==> src/rtl/cfe_pkg.sv <==
// ----------------------------------------------------------------------------
// Command frame encoder package
// Shared constants, the job type passed from front to back, and step codes.
// ----------------------------------------------------------------------------
package cfe_pkg;

   localparam int BYTE_W = 8;

   localparam logic [BYTE_W-1:0] SYNC_FIRST  = 8'hF5;
   localparam logic [BYTE_W-1:0] SYNC_SECOND = 8'h5F;

   // Default depth of the job queue between the front and the back.
   localparam int QUEUE_DEPTH = 4;

   // One job is everything the back needs to emit the bytes caused by one item.
   typedef struct packed {
      logic              has_header;   // sync, device, command and length bytes
      logic              has_data;     // one payload byte
      logic              has_checksum; // checksum byte closes the frame
      logic [BYTE_W-1:0] device;
      logic [BYTE_W-1:0] command;
      logic [BYTE_W-1:0] length;
      logic [BYTE_W-1:0] data_byte;
      logic [BYTE_W-1:0] checksum;
   } job_type;

   // Position of the byte being emitted within one job.
   typedef enum logic [2:0] {
      STEP_SYNC_A,
      STEP_SYNC_B,
      STEP_DEVICE,
      STEP_COMMAND,
      STEP_LENGTH,
      STEP_DATA,
      STEP_CHECKSUM
   } step_type;

endpackage

==> src/rtl/command_frame_encoder_top.sv <==
// ----------------------------------------------------------------------------
// Command frame encoder top level
// Turns frame starts and payload items into a serial command byte stream.
// ----------------------------------------------------------------------------
// Usage:
// Items enter through a queue-style port: an item is taken at a rising edge
// with req_push high and req_full low. A start item emits 0xF5, 0x5F, device,
// command and length, then its data byte unless length is zero, and the
// checksum when the frame ends there. A later payload item emits its data
// byte, plus the checksum when it is the last one. Non-start items while idle
// are taken and dropped. A new start abandons an unfinished frame.
// Results leave through a queue-style port: while rsp_empty is low, the
// oldest byte is on the rsp_ ports and rsp_pop takes it.
// The front tracks the frame state and classifies each item in its accept
// cycle, then hands a job to a short queue. While the receiver pops, the
// back walks the head job one byte per cycle into a single output register.
// The first byte of an item passes through the queue and then the output
// register to the rsp_ ports. Payload items without a checksum thus flow at
// one item per cycle; the queue absorbs the longer hold of a start item.
// When the receiver stalls, the output register holds, the back waits, and
// req_full rises once the queue fills. Synchronous reset empties the queue
// and the output register and returns the frame state to idle.
// ----------------------------------------------------------------------------
module command_frame_encoder_top #(
   parameter int QUEUE_DEPTH = cfe_pkg::QUEUE_DEPTH
) (
   input  logic                       clock,
   input  logic                       reset,
   input  logic                       req_push,
   output logic                       req_full,
   input  logic                       req_frame_start,
   input  logic [cfe_pkg::BYTE_W-1:0] req_device,
   input  logic [cfe_pkg::BYTE_W-1:0] req_command,
   input  logic [cfe_pkg::BYTE_W-1:0] req_length,
   input  logic [cfe_pkg::BYTE_W-1:0] req_data_byte,
   output logic                       rsp_empty,
   input  logic                       rsp_pop,
   output logic [cfe_pkg::BYTE_W-1:0] rsp_out_byte,
   output logic                       rsp_last_of_run,
   output logic                       rsp_frame_end
);

   logic             accept;
   logic             job_push;
   cfe_pkg::job_type push_job;
   cfe_pkg::job_type head_job;
   logic             job_pop;
   logic             job_full;
   logic             job_empty;

   // Every item is held off while the queue is full, including ones that
   // would produce no job, so the frame state never runs ahead of the queue.
   assign req_full = job_full;
   assign accept   = req_push && !job_full;

   cfe_front u_front (
      .clock       (clock),
      .reset       (reset),
      .accept      (accept),
      .frame_start (req_frame_start),
      .device      (req_device),
      .command     (req_command),
      .length      (req_length),
      .data_byte   (req_data_byte),
      .job_push    (job_push),
      .job         (push_job)
   );

   cfe_queue #(
      .DEPTH (QUEUE_DEPTH)
   ) u_queue (
      .clock    (clock),
      .reset    (reset),
      .push     (job_push),
      .push_job (push_job),
      .pop      (job_pop),
      .head_job (head_job),
      .full     (job_full),
      .empty    (job_empty)
   );

   cfe_back u_back (
      .clock           (clock),
      .reset           (reset),
      .job_empty       (job_empty),
      .job             (head_job),
      .job_pop         (job_pop),
      .rsp_empty       (rsp_empty),
      .rsp_pop         (rsp_pop),
      .rsp_out_byte    (rsp_out_byte),
      .rsp_last_of_run (rsp_last_of_run),
      .rsp_frame_end   (rsp_frame_end)
   );

endmodule

==> src/rtl/cfe_front.sv <==
// ----------------------------------------------------------------------------
// Command frame encoder front end
// Tracks frame state per accepted item and turns each item into a job.
// ----------------------------------------------------------------------------
module cfe_front (
   input  logic                       clock,
   input  logic                       reset,
   input  logic                       accept,
   input  logic                       frame_start,
   input  logic [cfe_pkg::BYTE_W-1:0] device,
   input  logic [cfe_pkg::BYTE_W-1:0] command,
   input  logic [cfe_pkg::BYTE_W-1:0] length,
   input  logic [cfe_pkg::BYTE_W-1:0] data_byte,
   output logic                       job_push,
   output cfe_pkg::job_type           job
);

   logic [cfe_pkg::BYTE_W-1:0] sum_ff, sum_in;
   logic [cfe_pkg::BYTE_W-1:0] left_ff, left_in;
   logic                       in_frame_ff, in_frame_in;
   logic [cfe_pkg::BYTE_W-1:0] header_sum;
   logic [cfe_pkg::BYTE_W-1:0] base_sum;
   logic [cfe_pkg::BYTE_W-1:0] base_left;
   logic                       take_data;
   logic                       close_frame;
   logic                       zero_len;

   assign zero_len   = (length == '0);
   assign header_sum = device + command + length;

   // A start carries a payload byte unless its length is zero.
   assign take_data = frame_start ? !zero_len : in_frame_ff;
   assign base_sum  = frame_start ? header_sum : sum_ff;
   assign base_left = frame_start ? length : left_ff;

   always_comb begin
      sum_in      = sum_ff;
      left_in     = left_ff;
      in_frame_in = in_frame_ff;
      close_frame = 1'b0;
      if (frame_start && zero_len) begin
         sum_in      = header_sum;
         left_in     = '0;
         in_frame_in = 1'b0;
         close_frame = 1'b1;
      end else if (take_data) begin
         sum_in      = base_sum + data_byte;
         left_in     = base_left - cfe_pkg::BYTE_W'(1);
         close_frame = (left_in == '0);
         in_frame_in = !close_frame;
      end
   end

   always_ff @(posedge clock) begin
      if (reset) begin
         sum_ff      <= '0;
         left_ff     <= '0;
         in_frame_ff <= 1'b0;
      end else if (accept) begin
         sum_ff      <= sum_in;
         left_ff     <= left_in;
         in_frame_ff <= in_frame_in;
      end
   end

   // A non-start item while idle produces no job.
   assign job_push = accept && (frame_start || in_frame_ff);

   always_comb begin
      job.has_header   = frame_start;
      job.has_data     = take_data;
      job.has_checksum = close_frame;
      job.device       = device;
      job.command      = command;
      job.length       = length;
      job.data_byte    = data_byte;
      job.checksum     = ~sum_in;
   end

endmodule

==> src/rtl/cfe_queue.sv <==
// ----------------------------------------------------------------------------
// Command frame encoder job queue
// Small first-in first-out store of jobs between the front and the back.
// ----------------------------------------------------------------------------
module cfe_queue #(
   parameter int DEPTH = cfe_pkg::QUEUE_DEPTH
) (
   input  logic             clock,
   input  logic             reset,
   input  logic             push,
   input  cfe_pkg::job_type push_job,
   input  logic             pop,
   output cfe_pkg::job_type head_job,
   output logic             full,
   output logic             empty
);

   localparam int PTR_W = $clog2(DEPTH);
   localparam int CNT_W = $clog2(DEPTH + 1);

   cfe_pkg::job_type   entry_ff [DEPTH];
   logic [PTR_W-1:0]   wr_ptr_ff, wr_ptr_in;
   logic [PTR_W-1:0]   rd_ptr_ff, rd_ptr_in;
   logic [CNT_W-1:0]   count_ff, count_in;
   logic               do_push, do_pop;

   assign full     = (count_ff == CNT_W'(DEPTH));
   assign empty    = (count_ff == '0);
   assign do_push  = push && !full;
   assign do_pop   = pop && !empty;
   assign head_job = entry_ff[rd_ptr_ff];

   always_comb begin
      wr_ptr_in = wr_ptr_ff;
      rd_ptr_in = rd_ptr_ff;
      count_in  = count_ff;
      if (do_push) begin
         wr_ptr_in = (wr_ptr_ff == PTR_W'(DEPTH - 1)) ? '0 : wr_ptr_ff + PTR_W'(1);
      end
      if (do_pop) begin
         rd_ptr_in = (rd_ptr_ff == PTR_W'(DEPTH - 1)) ? '0 : rd_ptr_ff + PTR_W'(1);
      end
      if (do_push && !do_pop) begin
         count_in = count_ff + CNT_W'(1);
      end else if (do_pop && !do_push) begin
         count_in = count_ff - CNT_W'(1);
      end
   end

   always_ff @(posedge clock) begin
      if (reset) begin
         wr_ptr_ff <= '0;
         rd_ptr_ff <= '0;
         count_ff  <= '0;
      end else begin
         wr_ptr_ff <= wr_ptr_in;
         rd_ptr_ff <= rd_ptr_in;
         count_ff  <= count_in;
      end
   end

   always_ff @(posedge clock) begin
      if (do_push) begin
         entry_ff[wr_ptr_ff] <= push_job;
      end
   end

endmodule

==> src/rtl/cfe_back.sv <==
// ----------------------------------------------------------------------------
// Command frame encoder back end
// Walks the bytes of the head job and feeds them into the output register.
// ----------------------------------------------------------------------------
module cfe_back (
   input  logic                       clock,
   input  logic                       reset,
   input  logic                       job_empty,
   input  cfe_pkg::job_type           job,
   output logic                       job_pop,
   output logic                       rsp_empty,
   input  logic                       rsp_pop,
   output logic [cfe_pkg::BYTE_W-1:0] rsp_out_byte,
   output logic                       rsp_last_of_run,
   output logic                       rsp_frame_end
);

   cfe_pkg::step_type          step_ff, step_in;
   cfe_pkg::step_type          cur_step;
   cfe_pkg::step_type          nxt_step;
   logic                       mid_ff, mid_in;
   logic                       run_done;
   logic                       emit;
   logic [cfe_pkg::BYTE_W-1:0] cur_byte;
   logic                       cur_end;

   logic                       valid_ff;
   logic [cfe_pkg::BYTE_W-1:0] byte_ff;
   logic                       last_ff;
   logic                       end_ff;

   // The first byte of a job depends on which parts the job carries.
   always_comb begin
      if (mid_ff) begin
         cur_step = step_ff;
      end else if (job.has_header) begin
         cur_step = cfe_pkg::STEP_SYNC_A;
      end else if (job.has_data) begin
         cur_step = cfe_pkg::STEP_DATA;
      end else begin
         cur_step = cfe_pkg::STEP_CHECKSUM;
      end
   end

   // Next step within the job, and whether the current byte ends the job.
   always_comb begin
      nxt_step = cur_step;
      run_done = 1'b0;
      unique case (cur_step)
         cfe_pkg::STEP_SYNC_A:  nxt_step = cfe_pkg::STEP_SYNC_B;
         cfe_pkg::STEP_SYNC_B:  nxt_step = cfe_pkg::STEP_DEVICE;
         cfe_pkg::STEP_DEVICE:  nxt_step = cfe_pkg::STEP_COMMAND;
         cfe_pkg::STEP_COMMAND: nxt_step = cfe_pkg::STEP_LENGTH;
         cfe_pkg::STEP_LENGTH: begin
            if (job.has_data) begin
               nxt_step = cfe_pkg::STEP_DATA;
            end else if (job.has_checksum) begin
               nxt_step = cfe_pkg::STEP_CHECKSUM;
            end else begin
               run_done = 1'b1;
            end
         end
         cfe_pkg::STEP_DATA: begin
            if (job.has_checksum) begin
               nxt_step = cfe_pkg::STEP_CHECKSUM;
            end else begin
               run_done = 1'b1;
            end
         end
         cfe_pkg::STEP_CHECKSUM: run_done = 1'b1;
         default:                run_done = 1'b1;
      endcase
   end

   // Byte selection for the current step.
   always_comb begin
      cur_byte = job.checksum;
      cur_end  = 1'b0;
      unique case (cur_step)
         cfe_pkg::STEP_SYNC_A:   cur_byte = cfe_pkg::SYNC_FIRST;
         cfe_pkg::STEP_SYNC_B:   cur_byte = cfe_pkg::SYNC_SECOND;
         cfe_pkg::STEP_DEVICE:   cur_byte = job.device;
         cfe_pkg::STEP_COMMAND:  cur_byte = job.command;
         cfe_pkg::STEP_LENGTH:   cur_byte = job.length;
         cfe_pkg::STEP_DATA:     cur_byte = job.data_byte;
         cfe_pkg::STEP_CHECKSUM: cur_end  = 1'b1;
         default:                cur_end  = 1'b1;
      endcase
   end

   assign emit    = !job_empty && (!valid_ff || rsp_pop);
   assign job_pop = emit && run_done;

   always_comb begin
      step_in = step_ff;
      mid_in  = mid_ff;
      if (emit) begin
         step_in = nxt_step;
         mid_in  = !run_done;
      end
   end

   always_ff @(posedge clock) begin
      if (reset) begin
         step_ff  <= cfe_pkg::STEP_SYNC_A;
         mid_ff   <= 1'b0;
         valid_ff <= 1'b0;
      end else begin
         step_ff <= step_in;
         mid_ff  <= mid_in;
         if (emit) begin
            valid_ff <= 1'b1;
         end else if (rsp_pop) begin
            valid_ff <= 1'b0;
         end
      end
   end

   always_ff @(posedge clock) begin
      if (emit) begin
         byte_ff <= cur_byte;
         last_ff <= run_done;
         end_ff  <= cur_end;
      end
   end

   assign rsp_empty       = !valid_ff;
   assign rsp_out_byte    = byte_ff;
   assign rsp_last_of_run = last_ff;
   assign rsp_frame_end   = end_ff;

endmodule

==> config.mk <==
export PLATFORM = sky130hd
export DESIGN_NAME = command_frame_encoder_top
export DESIGN_NICKNAME = d
export VERILOG_FILES = /design/src/rtl/cfe_pkg.sv /design/src/rtl/command_frame_encoder_top.sv /design/src/rtl/cfe_front.sv /design/src/rtl/cfe_queue.sv /design/src/rtl/cfe_back.sv
export SDC_FILE = /design/constraint.sdc
export NUM_CORES = 1
export LEC_CHECK = 0
export ABC_AREA = 1
export BUFFER_PORTS_ARGS = -buffer_cell sky130_fd_sc_hd__clkbuf_2
export CORE_MARGIN = 1.5
export CORE_UTILIZATION = 50
export CTS_CLUSTER_SIZE = 30
export DETAILED_ROUTE_END_ITERATION = 7
export PLACE_DENSITY_LB_ADDON = 0.08
export SLEW_MARGIN = 25
export SYNTH_ARGS = -nofsm -noshare
export SYNTH_HDL_FRONTEND = slang
export SYNTH_HIERARCHICAL = 1
export SYNTH_SLANG_ARGS = --single-unit
==> constraint.sdc <==
create_clock -name clock -period 3.9 [get_ports clock]
set_clock_uncertainty 0.05 [all_clocks]
set_input_delay 0.195 -clock clock [delete_from_list [all_inputs] [get_ports clock]]
set_output_delay 0.195 -clock clock [all_outputs]
set_load 0.02 [all_outputs]
# [After elaboration in Yosys (flattened, before gate mapping)]
# Memory sizes are Yosys's and may differ from the RTL's. A register that Yosys moved wholly into a read port is not among the register bits.
# Cells that the tools add are included.
[totals] in_bits=37 rom_bits=0 latch_bits=0 ram_bits=172 output_inout_bits=12 wordCells=91 memories=1 regBits=39
[op_classes] addsub=8 reduce_logical=29 n_mux=32 n_div=0 eq_ne=8 mul=0 n_bitwise=1 magnitude_cmp=0 n_shift=0
[memory_table] name="u_queue.entry_ff" words=4 width=43 read_ports=1 rd_clocked_by_memory_dff=1 wr=1 line="cfe_queue.sv:21" source="cfe_pkg::job_type entry_ff [DEPTH];"
[ops] cell="$mux W8" count=6
[ops] cell="$pmux W8 S6" count=1
[ops] cell="$add A8 B8 Y8" count=3
[ops] cell="$mux W3" count=6
[ops] cell="$pmux W3 S6" count=1
[ops] cell="$logic_not A8 Y1" count=2
[ops] cell="$mux W1" count=12
[ops] cell="$mux W2" count=5
[ops] cell="$eq A3 B3 Y1 const B" count=3
[ops] cell="$logic_and A1 B1 Y1" count=9
[ops] cell="$logic_not A1 Y1" count=8
[ops] cell="$not A8 Y8" count=1
[ops] cell="$sub A8 B1 Y8 const B" count=1
[ops] cell="$eq A3 B2 Y1 const B" count=2
[ops] cell="$logic_not A3 Y1" count=2
[ops] cell="$reduce_bool A2 Y1" count=3
[ops] cell="$reduce_or A6 Y1" count=1
[ops] cell="$add A2 B1 Y2 const B" count=2
[ops] cell="$eq A2 B2 Y1 const B" count=2
[ops] cell="$reduce_or A4 Y1" count=1
[ops] cell="$add A3 B1 Y3 const B" count=1
[ops] cell="$eq A3 B1 Y1 const B" count=1
[ops] cell="$pmux W1 S3" count=1
[ops] cell="$sub A3 B1 Y3 const B" count=1
[ops] cell="2 further kinds" count=3

# [Logic depth before layout (Yosys ltp)]
# Gate-level depths: netlist (run 1).
[depth] ltp_word=11 ltp_mapped=25 ltp_nobuf=24

# [By module]
# Netlist (run 1), hierarchy kept.
[modules_own_cells] mod="cfe_queue" seq_area_each_um2=5345.1 instances=1 cells_each=486 area_each_um2=6856.6
[modules_own_cells] mod="cfe_front" seq_area_each_um2=340.3 instances=1 cells_each=343 area_each_um2=2302.2
[modules_own_cells] mod="cfe_back" seq_area_each_um2=400.4 instances=1 cells_each=149 area_each_um2=988.4
[modules_own_cells] mod="command_frame_encoder_top" seq_area_each_um2=0.0 instances=1 cells_each=2 area_each_um2=10.0

# [Worst setup path after synthesis (run 1)]
# No wires, ideal clock.
[synth_path] path_type="register -> register" start="register u_queue.count_ff[0]" end="memory u_queue/entry_ff[0][0] (netlist name), enable pin" n_path_buf=0 stages_incl_launch_ff=9 required_ns=3.406 setup_slack_ns=0.244 setup_time_ns=0.444 arrival_ns=3.162 synth_period_minus_slack_ns=3.656 cell_sequence="dfxtp_1 -> nor2_1 -> nand2_1 -> inv_1 -> nor2_2 -> inv_1 -> nor2_1 -> nand2_1 -> nor2_1"
[synth_via] elab_chain_len=7
[synth_rtl] element="start: declaration" line="cfe_queue.sv:24" source="logic [CNT_W-1:0] count_ff, count_in;"
[synth_rtl] element="start signal: assignment" line="cfe_queue.sv:58" source="count_ff <= count_in;"
[synth_rtl] element="$eq A3 B3 Y1" line="cfe_queue.sv:27" source="assign full = (count_ff == CNT_W'(DEPTH));"
[synth_rtl] element="via req_full" line="command_frame_encoder_top.sv:30" source="output logic req_full,"
[synth_rtl] element="$logic_not A1 Y1" line="command_frame_encoder_top.sv:54" source="assign accept = req_push && !job_full;"
[synth_rtl] element="$logic_and A1 B1 Y1" line="command_frame_encoder_top.sv:54"
[synth_rtl] element="via accept" line="command_frame_encoder_top.sv:43" source="logic accept;"
[synth_rtl] element="$logic_and A1 B1 Y1" line="cfe_front.sv:67" source="assign job_push = accept && (frame_start || in_frame_ff);"
[synth_rtl] element="via job_push" line="command_frame_encoder_top.sv:44" source="logic job_push;"
[synth_rtl] element="$logic_and A1 B1 Y1" line="cfe_queue.sv:29" source="assign do_push = push && !full;"
[synth_rtl] element="$mux W1" line="cfe_queue.sv:63" source="if (do_push) begin"
[synth_rtl] element="$mux W1 (not written as such)" line="cfe_queue.sv:64" source="entry_ff[wr_ptr_ff] <= push_job;"
[synth_rtl] element="end: declaration" line="cfe_queue.sv:21"
# The timed path passes the listed nets, and every way through them passes these cells.

# [Worst setup path after layout (run 1)]
[layout_path] start="input req_device[1] (netlist name)" end="register u_front/sum_ff[6] (netlist name)"
[layout_via] elab_chain_len=6
[layout_rtl] element="start: declaration" line="command_frame_encoder_top.sv:32" source="input logic [cfe_pkg::BYTE_W-1:0] req_device,"
[layout_rtl] element="$add A8 B8 Y8 * (2 in a row)" line="cfe_front.sv:29" source="assign header_sum = device + command + length;"
[layout_rtl] element="$mux W8" line="cfe_front.sv:33" source="assign base_sum = frame_start ? header_sum : sum_ff;"
[layout_rtl] element="$add A8 B8 Y8" line="cfe_front.sv:47" source="sum_in = base_sum + data_byte;"
[layout_rtl] element="$mux W8" line="cfe_front.sv:46" source="end else if (take_data) begin"
[layout_rtl] element="$mux W8 *" line="cfe_front.sv:41" source="if (frame_start && zero_len) begin"
[layout_rtl] element="end signal: assignment" line="cfe_front.sv:60" source="sum_ff <= sum_in;"
[layout_rtl] element="end: declaration" line="cfe_front.sv:18" source="logic [cfe_pkg::BYTE_W-1:0] sum_ff, sum_in;"
# Mark *: on every way between the ends. The rest lies on a longest branch, timed or not.
# A chain may end at the register's enable or synchronous reset.

==> summary.md, run 1 <==
| Metric | Value |
|---|---|
| Vias | `7186` |
| Slew Viols, Final | `0` |
| Later-pin clock latency in the skew report | `0.50 ns` |
| Critical Path AT | `3.94 ns` |
| Worst setup margin | `0.290 ns` |
| Htree depth | `1` |
| Drt first-iter violations | `549` |
| Req. time, crit path | `4.23 ns` |
| Num CTS Buffers | `24` |
| Share of cells above drive strength 1 | `13.5%` |
| Slowest stage delay, CP | `0.55 ns` |
| Crit path launch | `req_device[1]` |
| Reg clk slew, reported paths | `0.06 ns` |
| GPL Wtd Cong | `0.912` |
| Via-to-Cell Ratio | `5.44` |
| Synthesized cell area | `10200 um^2` |
| DRC violations left | `0` |
| Crit path cell chain | `dlygate4sd3_1 > clkbuf_2 > fa_1 > ha_1 > inv_1 > fa_1 > xor2_1 > o21ai_0 > ha_1 > a21oi_1 > o21ai_0 > nand2_1 > nand2_1 > nand2_1 > nand2_1 > or2_2 > nand3_1 > nand3_1 > inv_1 > a21oi_1` |
| Total Wirelength | `24400 um` |
| Max cap viols | `0` |
| Overall routing resource usage | `23.3%` |
| Die height | `146 um` |
| HP Class | `input pin to flop` |
| Worst path buffer plus inverter count | `4` |
| Pwr per Cell Area | `662 nW/um^2` |
| Static Leak | `4.55 nW` |
| Global-route wire length before repair | `37800 um` |
| Dpl cells | `1245` |
| Critical path launch point type | `input pin` |
| Actual slew at the worst max-slew pin | `0.572 ns` |
| N_diodes | `0` |
| Pwr Total | `7.68 mW` |
| Rel. slew slack | `61.8%` |
| Core ar. | `19700 um^2` |
| Crit-path max FO | `5` |
| Commonest non-fill, non-tap cell in the layout | `edfxtp_1` |
| Worst VDD drop | `0.000363 V` |
| FFs w/ async S/R, synth | `0%` |
| Routed Antenna Nets | `0` |
| Unique masters post-synth | `43` |
| Placement row count | `51` |
| HPWL Detailed | `16100 um` |
| Cts repair resizes | `0` |
| Mapped Avg Cell Area | `10.4 um^2` |
| Crit path time final | `3.61 ns` |
| Die W | `146 um` |
| DR WL/cell | `18.5 um` |
| Bufs on Longest Clock Path | `3` |
| Final setup violation count | `0` |
| Non-Filler Instances | `1320` |
| Initial antenna violation count | `0` |
| Hold path startpoint | `req_push` |
| Largest net degree at the start of global routing | `53` |
| DIE AREA | `21200 um^2` |
| CTS tree | `done` |
| Crit Path Class | `input pin to flop` |
| #FFs+latches synth | `213` |
| Initial Utilization | `51.5%` |
| Hold Vio Cnt, Final | `0` |
| Status | `completed` |
| Clock Sink Count | `213` |
| FMAX | `0.277 GHz` |
| Vias in the first global route | `6890` |
| CTS root buffer | `clkbuf_16` |
| Cells after Synth | `980` |
| Synth-to-layout area growth | `14.2%` |
| Drt pass-1 iters | `4` |
| RSZ-0062 raised after global routing | `no` |
| GRT overflow | `0` |
| Port Buffers | `48` |
| CP dominant cell by count | `nand2_1` |
| Top FF cell, synth | `edfxtp_1` |
| Leading cell types in the layout, fill and taps excluded | `edfxtp_1, nand2_1, nor2_1` |
| Fin nets | `1107` |
| Post-synth EDFFs | `182` |
| Sequential share of the synthesized area | `59.9%` |
| CP top delay family | `adder cells` |
| Crit share post-route | `92.6%` |
| Ys Warns | `6` |
| Element type at the critical path end | `flop` |
| Setup TNS | `0 ns` |
| Crit path max-delay cell type | `fa_1` |
| Dpl ws | `0.367 ns` |
| Post-synthesis net count | `1048` |
| Launch point of the worst reg-to-reg path | `u_queue/count_ff[0]$_SDFFE_PP0P_` |
| # IOs | `49` |
[worst paths after layout]
| kind | to | slack, ns | cells past startpoint |
|---|---|---|---|
| worst min register to register | u_front/left_ff[7]$_SDFFE_PP0P_ | 0.42 | 2 |
| worst min-delay path | u_front/sum_ff[5]$_SDFFE_PP0P_ | 0.04 | 4 |
| worst max register to register | u_queue/count_ff[2]$_SDFFE_PP0P_ | 0.66 | 17 |
| worst max-delay path | u_front/sum_ff[6]$_SDFFE_PP0P_ | 0.29 | 20 |
[worst reg2reg max path: stages, from the launching register on]
cell,delay (ns)
dfxtp_1,0.40
nor2_1,0.08
nand2_1,0.19
inv_1,0.10
nor2_2,0.38
inv_1,0.26
nor2_1,0.24
nand2_1,0.32
inv_1,0.17
ha_1,0.17
inv_1,0.07
fa_1,0.38
inv_1,0.07
nand2_1,0.06
nand3_1,0.07
nand2_1,0.05
inv_1,0.04
nor2_1,0.03
[state kept, by name, indices dropped and copies added (netlist names), named ones only]
name and count:
u_back/rsp_frame_end 1, u_front/left_ff 8, u_front/in_frame_ff 1, u_back/step_ff 3
u_back/valid_ff 1, u_back/mid_ff 1, u_queue/entry_ff 172, u_queue/rd_ptr_ff 2
u_back/rsp_out_byte 8, u_back/rsp_last_of_run 1, u_queue/count_ff 3, u_front/sum_ff 7
u_queue/wr_ptr_ff 2
[repair_timing]
item | 4_1_cts | 5_1_grt
hold buffers | 33 | 0
buffers inserted | 0 | 0
hold endpoints to repair | 129 | 0
[final cells by class]
type | count | area (um^2)
fillers | 1657 | 8120
flip-flops and latches | 213 | 6090
multi-input cells | 607 | 3290
repair buffers | 99 | 743
clock buffers | 32 | 662
inverters | 94 | 353
well taps | 265 | 332
clock inverters | 10 | 126
[through the flow]
stage                     hold WS, ns  instance area [um^2]  utilization [%]
after floorplan                 0.214                 10200                -
after global placement          0.397                 10500             53.1
after detailed placement        0.395                 10500             53.1
after CTS                      0.0306                 11600             58.8
after global routing           0.0736                 11600             58.8
final                          0.0424                 11600             58.8
[power breakdown]
part | internal (mW) | leakage, nW | switching (mW)
clock | 1.38 | 0.378 | 0.852
combinational | 0.737 | 2.26 | 1.67
sequential | 2.90 | 1.91 | 0.135
total | 5.02 | 4.55 | 2.66
[cells by family (layout without fill, tap and decap cells)]
family / after synthesis / count (layout) / share of synthesized area [%]
AND/OR/NAND/NOR: 356 / 356 / 14.7
flip-flops: 213 / 213 / 59.9
AO/OA/AOI/OAI: 206 / 206 / 11.5
buffers and inverters: 160 / 235 / 7.95
adder cells (fa/ha/maj): 31 / 31 / 4.56
XOR/XNOR: 13 / 13 / 1.19
multiplexers: 1 / 1 / 0.135
[synthesized netlist by cell type (2+ instances only)]
library cell / n / area share, %
a21oi_1: 34 / 1.7
a21oi_2: 2 / 0.17
a22oi_1: 4 / 0.30
buf_2: 6 / 0.30
buf_4: 41 / 3.0
buf_6: 6 / 0.67
clkbuf_1: 13 / 0.48
dfxtp_1: 31 / 6.1
edfxtp_1: 182 / 54
fa_1: 10 / 2.0
ha_1: 21 / 2.6
inv_1: 84 / 3.1
inv_2: 9 / 0.33
nand2_1: 158 / 5.8
nand2_2: 3 / 0.18
nand3_1: 34 / 1.7
nand3b_1: 4 / 0.30
nand4_1: 3 / 0.18
nor2_1: 134 / 5.0
nor2_2: 6 / 0.37
nor2_4: 3 / 0.33
nor3_1: 2 / 0.099
o211ai_1: 6 / 0.44
o21ai_0: 99 / 4.9
o21ai_1: 7 / 0.34
o21ai_2: 5 / 0.43
o21ai_4: 2 / 0.32
o221ai_1: 2 / 0.17
o22ai_1: 43 / 2.6
or2_1: 2 / 0.12
or2_2: 2 / 0.12
xnor2_1: 4 / 0.34
xor2_1: 8 / 0.69
[per-layer routing]
metal / share of wire [%] / up-vias / wire, um / global-route usage, %
met5: 0 / - / 0 / 0
met1: 43 / 3447 / 10500 / 31.5
met4: 2.3 / 0 / 556 / 6.63
met2: 48 / 232 / 11700 / 39.3
li1: - / 3462 / - / -
met3: 6.9 / 45 / 1700 / 3.35
No activity file was read; power rests on OpenSTA's default activity.
==> run 2, diff against run 1 <==
- ABC_AREA: 1 -> unset
==> run 2 against run 1 <==
Area after synthesis fell by 0.26%. Combinational power fell by 15%. Non-clock buffer count fell by 2. Core utilization shrank 0.096 points. Routed wire length shrank 6.7%. Critical path type unchanged. Global-route usage is 1.2 points lower. Sequential power about the same. Die area shrank 0.25%. Register-to-register slack about the same.
==> summary.md, run 2 <==
| Metric | Value |
|---|---|
| Crit share post-route | `94.7% (+2.2 points)` |
| Max cap viols | `0 (unchanged)` |
| Crit-path max FO | `5 (unchanged)` |
| Drt first-iter violations | `375 (-32%)` |
| Top FF cell, synth | `edfxtp_1` |
| #FFs+latches synth | `213 (unchanged)` |
| CTS root buffer | `clkbuf_16` |
| Status | `completed` |
| Initial antenna violation count | `0 (unchanged)` |
| Post-synth EDFFs | `182 (unchanged)` |
| Slew Viols, Final | `0 (unchanged)` |
| Element type at the critical path end | `flop` |
| Bufs on Longest Clock Path | `3 (unchanged)` |
| Synth-to-layout area growth | `13.9%` |
| Reg-to-reg slack, setup | `0.67 ns (about the same)` |
| Placement row count | `51 (unchanged)` |
| Commonest non-fill, non-tap cell in the layout | `edfxtp_1` |
| Reg2Reg Depth | `12 (-5)` |
| Hold Vio Cnt, Final | `0 (unchanged)` |
| Synth area leader | `edfxtp_1` |
| Unique masters post-synth | `72 (+67%)` |
| Worst Hold Depth | `1 (-3)` |
| Area post-placement | `10500 um^2 (-0.23%)` |
| Post-route cell area | `11500 um^2 (-0.49%)` |
| Routed Antenna Nets | `0 (unchanged)` |
| Rel. slew slack | `42.9% (-19 points)` |
| Critical Path AT | `3.85 ns (-0.09 ns)` |
| HP Class | `input pin to flop` |
| Largest net degree at the start of global routing | `44 (-17%)` |
| Die W | `145 um (-0.13%)` |
| Share of cells above drive strength 1 | `23.7% (+10 points)` |
| Static Leak | `4.03 nW (-11%)` |
| Drt pass-1 iters | `6 (+2)` |
| CTS tree | `done` |
| Final setup violation count | `0 (unchanged)` |
| Comb pwr share | `28.4% (-2.9 points)` |
| Leading cell types in the layout, fill and taps excluded | `edfxtp_1, clkbuf_2, nor2_1` |
| Die height | `145 um (-0.13%)` |
| Hold path startpoint | `req_length[7]` |
| Vias in the first global route | `6143 (-11%)` |
| Critical path launch point type | `input pin` |
| Via-to-Cell Ratio | `5.81 (+6.7%)` |
| Area contributors post-synth | `edfxtp_1, mux4_2, dfxtp_1, buf_4, ha_1` |
| # IOs | `49 (unchanged)` |
| Actual slew at the worst max-slew pin | `0.853 ns (+0.280 ns)` |
| Mapped Avg Cell Area | `14.6 um^2 (+41%)` |
| Worst setup margin | `0.206 ns (-0.0848 ns)` |
| Max reg flops | `172 (unchanged)` |
| Vias | `6002 (-16%)` |
| Ys Warns | `6 (unchanged)` |
| RSZ-0062 raised after global routing | `no` |
| Top-count cell post-synth | `edfxtp_1` |
| GRT overflow | `0 (unchanged)` |
| Pwr Total | `7.27 mW (-5.3%)` |
| FMAX | `0.271 GHz (-2.3%)` |
| Cells after Synth | `694 (-29%)` |
| Core ar. | `19700 um^2 (-0.32%)` |
| GPL Wtd Cong | `0.907 (-0.55%)` |
| Post-synth top area share | `53.9% (+0.14 points)` |
| Num CTS Buffers | `24 (unchanged)` |
| Crit Path Class | `input pin to flop` |
| Internal power | `5.03 mW (+0.23%)` |
| DR WL/cell | `22.1 um (+19%)` |
| Hold Path Sink | `u_queue/entry_ff[2][23]$_DFFE_PP_` |
| FFs w/ async S/R, synth | `0% (unchanged)` |
| Total Wirelength | `22800 um (-6.7%)` |
| Synthesized cell area | `10100 um^2 (-0.26%)` |
| Later-pin clock latency in the skew report | `0.52 ns (+0.02 ns)` |
| Post-synthesis net count | `762 (-27%)` |
| Clock power share | `29.8% (+0.7 points)` |
| Worst VDD drop | `0.000302 V (-17%)` |
| N_diodes | `0 (unchanged)` |
| Pwr per Cell Area | `630 nW/um^2 (-4.8%)` |
| Switching share of power | `30.8% (-3.8 points)` |
| DRC violations left | `0 (unchanged)` |
| Switch Pwr | `2.24 mW (-16%)` |
| Crit Reg-Reg Endpoint | `u_queue/count_ff[2]$_SDFFE_PP0P_` |
| Req. time, crit path | `4.06 ns (-0.17 ns)` |
| Setup TNS | `0 ns (unchanged)` |
| Initial Utilization | `51.5% (about the same)` |
| Overall routing resource usage | `22.1% (-1.2 points)` |
| Crit path time final | `3.69 ns (+0.0848 ns)` |
| Global-route wire length before repair | `35400 um (-6.5%)` |
| Largest reg by FF count | `u_queue/entry_ff` |
| Dpl ws | `0.0807 ns (-0.286 ns)` |
| Reg clk slew, reported paths | `0.05 ns (about the same)` |
| Port Buffers | `48 (unchanged)` |
| Sequential share of the synthesized area | `60.1% (+0.16 points)` |
| DIE AREA | `21100 um^2 (-0.25%)` |
| HPWL Detailed | `15300 um (-5.3%)` |
| Post-CTS setup buffer count | `0 (unchanged)` |
| Synth top cells by count | `edfxtp_1, nor2_1, mux4_2, buf_4, a21oi_1` |
| Htree depth | `1 (unchanged)` |
| Sequential power share | `41.8% (+2.2 points)` |
| Clock Sink Count | `213 (unchanged)` |
| Fin nets | `819 (-26%)` |
## run 2: cells by family (layout without fill, tap and decap cells)
| logic type | count (synthesis) | count (layout) | share of synthesized area [%] |
|---|---|---|---|
| xor+xnor | 20 | 20 | 1.88 |
| buf+inv | 90 | 164 | 5.38 |
| flops | 213 | 213 | 60.1 |
| compound gates | 119 | 119 | 7.67 |
| mux | 71 | 71 | 12.5 |
| simple gates | 150 | 150 | 7.88 |
| fa+ha+maj | 31 | 31 | 4.57 |
## run 2: stage by stage
step           util, %  instances  hold slack [ns]
2_1_floorplan        -        694            0.214
3_3_place_gp      53.2        961            0.401
3_5_place_dp      53.2        961            0.408
4_1_cts           58.6       1033          0.00144
5_1_grt           58.7       1033           0.0231
6_report          58.7       1033           0.0179
## run 2: area by class of cell
| type | instances | area (um^2) |
|---|---|---|
| Inverter | 24 | 95.1 |
| Tap cell | 265 | 332 |
| Clock buffer | 26 | 629 |
| Sequential cell | 213 | 6090 |
| Fill cell | 1613 | 8110 |
| Timing Repair Buffer | 97 | 731 |
| Clock inverter | 17 | 139 |
| Multi-Input combinational cell | 391 | 3530 |
## run 2: power groups by stage
stage          clock (mW)  combinational [mW]  sequential [mW]
2_1_floorplan           0                1.48             3.10
3_3_place_gp            0                1.98             3.07
3_5_place_dp            0                2.02             3.09
4_1_cts              2.22                2.05             3.04
5_1_grt              2.30                2.26             3.07
6_report             2.17                2.06             3.04
## run 2: metal layers
layer  vias up  wire (um)  GRT usage [%]
met5         -          0              0
li1       2743          -              -
met1      3030       9670           29.1
met4         0        890           7.86
met3        54       1150           3.29
met2       175      11100           37.4
## run 2: repair_timing
item	CTS	global route
endpoints found under the setup margin	0	4
resized for setup	0	6
hold buffers	29	0
endpoints found under the hold margin	107	0
## run 2: worst max-delay path, cell delays in order
cell	delay [ns]
dlygate4sd3_1	0.55
clkbuf_2	0.15
fa_1	0.51
ha_1	0.31
a21o_1	0.18
a21oi_1	0.22
o21ai_0	0.14
xor2_1	0.18
mux2_2	0.29
ha_1	0.23
nor4_2	0.29
o21ai_1	0.13
a21o_1	0.20
mux2i_2	0.19
a211oi_2	0.09
## run 2: worst max path at each step
stage | from | to | cells after the start
detailed placement | req_device[1] | u_queue/entry_ff[2][7]$_DFFE_PP_ | 17
finish | req_device[2] | u_queue/entry_ff[3][7]$_DFFE_PP_ | 15
global placement | req_device[1] | u_queue/entry_ff[0][7]$_DFFE_PP_ | 17
global route | req_device[2] | u_queue/entry_ff[3][7]$_DFFE_PP_ | 15
floorplan | req_device[1] | u_queue/entry_ff[0][7]$_DFFE_PP_ | 16
CTS | req_device[1] | u_queue/entry_ff[3][7]$_DFFE_PP_ | 18
